==> src/rtl/core/mbn_pkg.sv <==
`timescale 1ns / 1ps
// shared types and constants for the mesh bounds normalizer
// no dependencies; used by mbn_lane, mbn_finish and mesh_bounds_normalize

package mbn_pkg;

    // command codes carried by an input item
    localparam logic [1:0] CMD_MEASURE   = 2'd0;
    localparam logic [1:0] CMD_FINISH    = 2'd1;
    localparam logic [1:0] CMD_TRANSFORM = 2'd2;

    localparam int TR_W  = 31;          // target radius width
    localparam int NUM_W = TR_W + 16;   // dividend width, target radius in Q16.16 shifted
    localparam int SQ_W  = 64;          // squared span width

    localparam logic [31:0] ONE_Q16 = 32'h0001_0000;
    localparam logic [32:0] R_FLOOR = 33'd66;   // 0.001 rounded up

    // per-cycle control from the sequencer to each axis lane
    typedef struct packed {
        logic measure;      // widen the min/max trackers
        logic first;        // no vertex measured yet
        logic load_pos;     // capture a transform vertex
        logic step_diff;    // magnitude stage
        logic fin_mode;     // magnitude stage works on the span, center updates
        logic step_mul;     // multiply stage
        logic step_sq;      // fold partial products into the square
        logic clear_center; // pass-through finish
    } lane_ctl_t;

endpackage

==> src/rtl/core/mbn_lane.sv <==
`timescale 1ns / 1ps
// one axis lane: min/max tracking, center, difference magnitude,
// split multiply and clamp; depends on mbn_pkg

module mbn_lane #(
    parameter int CW = 32
) (
    input  logic                    clk,
    input  logic                    rst_n,
    input  mbn_pkg::lane_ctl_t      ctl,
    input  logic [31:0]             pos,
    input  logic [31:0]             scale,
    output logic [31:0]             res,
    output logic                    sat,
    output logic [mbn_pkg::SQ_W-1:0] sq
);

    localparam int PW = CW + 16;
    localparam int QW = CW + 17;
    localparam logic [QW-1:0] POS_LIM = QW'((65'd1 << (CW - 1)) - 65'd1);
    localparam logic [QW-1:0] NEG_LIM = QW'(65'd1 << (CW - 1));
    localparam logic signed [CW-1:0] VAL_MAX = {1'b0, {(CW - 1){1'b1}}};
    localparam logic signed [CW-1:0] VAL_MIN = {1'b1, {(CW - 1){1'b0}}};

    logic signed [CW-1:0] p_in;
    logic signed [CW-1:0] lo_reg, lo_next;
    logic signed [CW-1:0] hi_reg, hi_next;
    logic signed [CW-1:0] center_reg, center_next;
    logic signed [CW-1:0] p_reg;
    logic [CW-1:0]        mag_reg, mag_next;
    logic                 neg_reg, neg_next;
    logic [31:0]          op_reg, op_next;
    logic [PW-1:0]        ph_reg, pl_reg;
    logic [mbn_pkg::SQ_W-1:0] sq_reg;

    logic signed [CW:0] mid_sum;
    logic signed [CW:0] span;
    logic signed [CW:0] diff;
    logic [CW:0]        diff_abs;
    logic [QW-1:0]      q;
    logic [QW-1:0]      qn;
    logic signed [CW-1:0] r;

    assign p_in = pos[CW-1:0];

    // bounds trackers
    always_comb
    begin
        lo_next = lo_reg;
        hi_next = hi_reg;
        if (ctl.measure)
        begin
            if (ctl.first)
            begin
                lo_next = p_in;
                hi_next = p_in;
            end
            else
            begin
                if (p_in < lo_reg)
                    lo_next = p_in;
                if (p_in > hi_reg)
                    hi_next = p_in;
            end
        end
    end

    // floor of the midpoint
    assign mid_sum = (CW + 1)'(lo_reg) + (CW + 1)'(hi_reg);
    assign span    = (CW + 1)'(hi_reg) - (CW + 1)'(lo_reg);
    assign diff    = (CW + 1)'(p_reg) - (CW + 1)'(center_reg);
    assign diff_abs = diff[CW] ? -diff : diff;

    always_comb
    begin
        center_next = center_reg;
        if (ctl.clear_center)
            center_next = '0;
        else if (ctl.step_diff && ctl.fin_mode)
            center_next = mid_sum[CW:1];
    end

    always_comb
    begin
        if (ctl.fin_mode)
        begin
            mag_next = span[CW-1:0];
            neg_next = 1'b0;
            op_next  = 32'(span[CW-1:0]);
        end
        else
        begin
            mag_next = diff_abs[CW-1:0];
            neg_next = diff[CW];
            op_next  = scale;
        end
    end

    always_ff @(posedge clk or negedge rst_n)
    begin
        if (!rst_n)
        begin
            lo_reg     <= '0;
            hi_reg     <= '0;
            center_reg <= '0;
        end
        else
        begin
            lo_reg     <= lo_next;
            hi_reg     <= hi_next;
            center_reg <= center_next;
        end
    end

    always_ff @(posedge clk)
    begin
        if (ctl.load_pos)
            p_reg <= p_in;
        if (ctl.step_diff)
        begin
            mag_reg <= mag_next;
            neg_reg <= neg_next;
            op_reg  <= op_next;
        end
        // operand split in 16-bit halves keeps each product narrow
        if (ctl.step_mul)
        begin
            ph_reg <= PW'(mag_reg) * PW'(op_reg[31:16]);
            pl_reg <= PW'(mag_reg) * PW'(op_reg[15:0]);
        end
        if (ctl.step_sq)
            sq_reg <= (mbn_pkg::SQ_W'(ph_reg) << 16) + mbn_pkg::SQ_W'(pl_reg);
    end

    // product shifted down by 16, rounded toward minus infinity, then clamped
    assign q  = QW'(ph_reg) + QW'(pl_reg >> 16);
    assign qn = q + QW'(pl_reg[15:0] != 16'd0);

    always_comb
    begin
        sat = 1'b0;
        if (neg_reg)
        begin
            if (qn > NEG_LIM)
            begin
                sat = 1'b1;
                r   = VAL_MIN;
            end
            else
                r = -qn[CW-1:0];
        end
        else
        begin
            if (q > POS_LIM)
            begin
                sat = 1'b1;
                r   = VAL_MAX;
            end
            else
                r = q[CW-1:0];
        end
    end

    assign res = 32'(r);
    assign sq  = sq_reg;

endmodule

==> config.mk <==
export PLATFORM = sky130hd
export DESIGN_NAME = mbn_lane
export DESIGN_NICKNAME = d
export VERILOG_FILES = /design/src/rtl/core/mbn_pkg.sv /design/src/rtl/core/mbn_lane.sv
export SDC_FILE = /design/constraint.sdc
export NUM_CORES = 2
export LEC_CHECK = 0
export BUFFER_PORTS_ARGS = -buffer_cell sky130_fd_sc_hd__buf_2
export CAP_MARGIN = 20
export CORE_AREA = 2 2 250 375
export DETAILED_ROUTE_END_ITERATION = 10
export DIE_AREA = 0 0 252 377
export HOLD_SLACK_MARGIN = 0.12
export PLACE_DENSITY = 0.79
export SETUP_SLACK_MARGIN = 0.4
export SLEW_MARGIN = 20
export SYNTH_ARGS = -nofsm -noshare
export SYNTH_HDL_FRONTEND = slang
export SYNTH_SLANG_ARGS = --single-unit
==> constraint.sdc <==
create_clock -name clk -period 8.21 [get_ports clk]
set_input_delay 0.4105 -clock clk [delete_from_list [all_inputs] [get_ports clk]]
set_output_delay 0.4105 -clock clk [all_outputs]
set_load 0.01 [all_outputs]
; Word-level counts from Yosys, hierarchy flattened
; Index checks and enable logic that the tools add are counted.
[classes]
addsub = 8
n_mux = 15
n_reduce_logical = 7
order_cmp = 4
n_mul = 2
[op_table]
columns = cell, count
row1 = $mux W32, 12
row2 = $mul A32 B16 Y48, 2
row3 = $add A64 B48 Y64, 1
row4 = $neg A32 Y32, 2
row5 = $add A48 B32 Y49, 1
row6 = $add A49 B1 Y49, 1
row7 = $gt A49 B31 Y1 const B, 1
row8 = $gt A49 B32 Y1 const B, 1
row9 = $add A32 B32 Y33, 1
row10 = $sub A32 B32 Y33, 1
row11 = $gt A32 B32 Y1, 1
row12 = $lt A32 B32 Y1, 1
row13 = $sub A32 B32 Y32, 1
row14 = $reduce_bool A16 Y1, 1
row15 = $reduce_bool A2 Y1, 3
row16 = $reduce_and A2 Y1, 2
row17 = $mux W1, 3
row18 = $logic_and A1 B1 Y1, 1
[totals]
elab_cells = 46
output_inout_bits = 97
reg_bits = 353
in_bits = 74

; Depth between registers and ports, before layout
[logic_depth]
depth_word = 5
ltp_mapped = 29
mapped_depth_nobuf = 28

; Worst setup path after synthesis
; Ideal clock, no wire load.
[synth_path]
kind = register -> register
start = register op_reg[17]
end = register ph_reg[47] (data pin)
path_buffers = 1
arrival_ps = 6788
period_less_slack_ps = 7055
path_stages_with_launch = 27
slack_ps = 1155
required_ps = 7942
setup_time_ps = 268
cell_sequence = edfxtp_1 -> clkbuf_1 -> nand2_1 -> fa_1 -> fa_1 -> fa_1 -> inv_1 -> fa_1 -> fa_1 -> inv_1 -> fa_1 -> inv_1 -> ha_1 -> a21o_1 -> a21o_1 -> a21oi_1 -> nor2_1 -> a211oi_1 -> o21ai_0 -> a41oi_1 -> a21oi_1 -> a221o_1 -> nor4_1 -> o31a_1 -> nor2_1 -> o41ai_1 -> xnor2_1
[synth_between]
elab_chain_len = 1
[synth_lines]
columns = element, line
row1 = start: declaration, mbn_lane.sv:32  ; logic [31:0] op_reg, op_next;
row2 = start signal: assignment, mbn_lane.sv:123  ; op_reg <= op_next;
row3 = $mul A32 B16 Y48, mbn_lane.sv:128  ; ph_reg <= PW'(mag_reg) * PW'(op_reg[31:16]);
row4 = end signal: assignment, mbn_lane.sv:128
row5 = end: declaration, mbn_lane.sv:33  ; logic [PW-1:0] ph_reg, pl_reg;
; No other way between the ends.
; A chain may end at the register's enable or synchronous reset.

; Worst setup path in the final report
[layout_path]
start = register mag_reg[19]
end = register ph_reg[44] (data pin)
[layout_between]
elab_chain_len = 1
[layout_lines]
columns = element, line
row1 = start: declaration, mbn_lane.sv:30  ; logic [CW-1:0] mag_reg, mag_next;
row2 = start signal: assignment, mbn_lane.sv:121  ; mag_reg <= mag_next;
row3 = $mul A32 B16 Y48, mbn_lane.sv:128
; No other way between the ends.

==> flow_summary.toml <==
[run_status]
status = "completed"

[logic_synthesis]
synth.avg_cell_area_um2 = 9.15
syn_area_mm2 = 0.0564
yosys_warnings = 0
synth-main-ff-cell = "edfxtp_1"
synth.most_common_cell = "inv_1"
async_flop_share = 0.272
synth.area.top_cells = "fa_1 (30%), edfxtp_1 (14%), ha_1 (9.6%)"
synth_top_area_frac = 0.298
synth_seq_area_share = 0.180
synth-seq-cells = 353
synth_fp_nets = 7509
synth_edf_count = 257
synth_commonest_cells = "inv_1 (1098), fa_1 (840), nand2_1 (764)"
yosys.cell_types.count = 106
syn_inst = 6161
synth_top_cell_by_area = "fa_1"

[floorplan]
die_area_mm2 = 0.0950
start_util = 0.616
dieHeight_um = 377
placementRows = 136
die_width_um = 252
io_pins = 171
coreArea_mm2 = 0.0915

[cells_and_area]
final_layout_size_suffix_gt1_frac = 0.0971
area_growth_pct = 8.52
multi_input_area_mm2 = 0.0410
largest_reg_flops = 64
seq_area_mm2 = 0.0101
nFillCells = 7243
nNetsFinal = 7687

[grt]
grt-ovfl-total = 0
grt_usage = 0.314
grt_pass1_wl_mm = 236
grt_max_degree = 71
grt_pass1_vias = 45800
antenna_found_initial = 3

[critical_path]
rr_worst_depth = 25
critPathLaunchType = "flop"
required_ns = 8.57
critPathArrivalTime_ns = 7.96
r2r-start = "mag_reg[19]"
cp-end-kind = "flop"
path_common_cell = "fa_1"
reg2reg_to = "ph_reg[44]"
critPathSlowestCell = "edfxtp_1"
cp_max_fo = 13
worst-path-buf-inv = 6
critical_path_class = "reg -> reg"
crit_family = "adder cells"
slowest_delay_ns = 0.75
regToRegSetupSlack_ns = 0.61

[placed_design]
gp_congestion = 0.971
port_buffers = 170
dpl.hpwl_mm = 120

[clocking]
clock_latency_ns = 0.64
clk_pin_slew_ns = 0.07
cts_buffers = 42
clock_sinks = 353
cts_tree = "yes"
clockBufferDepth = 3
cts_root_buf = "clkbuf_16"
htreeDepth = 2

[detailed_routing]
drc = 0
first_iter_violations = 3112
wl_per_cell_um = 19.6
num_vias = 44000
firstDrtPassIters = 8
viasPerCell = 5.83
wirelength_mm = 148
drtAntennaViolNets = 0

[min_path]
worstHoldPathCells = 3
hold_start = "scale[2]"
hold_end = "op_reg[2]"
hp-class = "in -> reg"

[sta]
fmax_mhz = 132
finalSetupViolations = 0
fin_crit_ns = 7.60
maxSlewViolCount = 0
clock-skew-final_ns = 0.0435
tns_ns = 0
rsz0062_at_grt = "false"
post-route-period-util = 0.926
final_hold_viol_count = 0
relSlewSlack = 0.263
worst_slew_pin_slew_ns = 1.10

[job]
drv_cap = 0
## worst max path at each step
stage                            from    endpoint  cells after the start  slack, ns
after floorplan            op_reg[17]  ph_reg[47]                     26       1.15
after global placement    mag_reg[13]  pl_reg[42]                     26       0.37
after detailed placement  mag_reg[13]  pl_reg[42]                     26       0.29
after CTS                  mag_reg[5]  ph_reg[47]                     26       0.39
after global routing       op_reg[20]  ph_reg[47]                     26       0.39
final                     mag_reg[19]  ph_reg[44]                     25       0.61
## metrics by stage
step           hold slack (ns)  utilization  std cells  area (um^2)  setup WS, ns
5_1_grt                  0.151        0.668       7546        61100         0.391
3_3_place_gp             0.418        0.639       7343        58500         0.367
4_1_cts                  0.125        0.663       7504        60700         0.387
2_1_floorplan            0.115            -       6161        56400          1.15
3_5_place_dp             0.421        0.639       7343        58500         0.292
6_report                 0.142        0.668       7547        61200         0.607
## layer usage
layer / vias up / global-route usage / wire [um]
met5: - / 0 / 18
met4: 2 / 0.143 / 7600
met3: 447 / 0.0415 / 9320
met2: 1699 / 0.573 / 76100
met1: 21800 / 0.366 / 54600
li1: 20100 / - / -
## placed cells by master (no fill, tap or decap), types with 28 or more instances in the layout
master         instances
a21o_1               100
a21oi_1              241
xnor2_1              175
and2_1               443
dfrtp_1               96
o21a_1                47
nor2_1               245
dlygate4sd3_1         42
nand2b_1              40
nor4_1                28
buf_4                201
mux2_2                83
nand4_1               36
nand2_1              764
inv_1               1098
ha_1                 434
and3_1                31
o21bai_1              44
nor3_1                65
nand3_1               92
buf_2                167
clkbuf_16             42
fa_1                 840
mux2i_1               33
xor2_1                70
o21ai_0              178
nor2b_1               38
edfxtp_1             257
## kinds of logic (layout without fill, tap and decap cells)
group | Yosys count | in the layout | share of synthesized area
buffers and inverters | 1390 | 1602 | 0.0933
other | 0 | 1 | 0
flip-flops | 353 | 353 | 0.180
AO/OA/AOI/OAI | 885 | 885 | 0.105
multiplexers | 116 | 116 | 0.0224
XOR/XNOR | 246 | 246 | 0.0386
adder cells (fa/ha/maj) | 1274 | 1274 | 0.395
AND/OR/NAND/NOR | 1897 | 1897 | 0.166
## worst min-delay path, stage by stage
cell     delay (ns)
buf_2          0.08
inv_1          0.03
o21ai_0        0.14
## layout make-up
class                           instances  share of cell area
Antenna cell                            1           0.0000409
Clock buffer                           51              0.0182
Clock inverter                         27             0.00483
Inverter                             1104              0.0678
Multi-Input combinational cell       4418               0.671
Sequential cell                       353               0.165
Tap cell                             1173              0.0240
Timing Repair Buffer                  420              0.0485
## timing repair
item                                    CTS  global route
resized for setup                         1             4
endpoints found under the setup margin    3            14
gates cloned                              0             0
hold buffers                             42             0
endpoints found under the hold margin   142             0
buffers inserted                         41            42
pin swaps                                 0             1
Power is left out: the tool's default activity adds up to more than one toggle a clock period on the data nets, which glitch-free logic cannot reach.
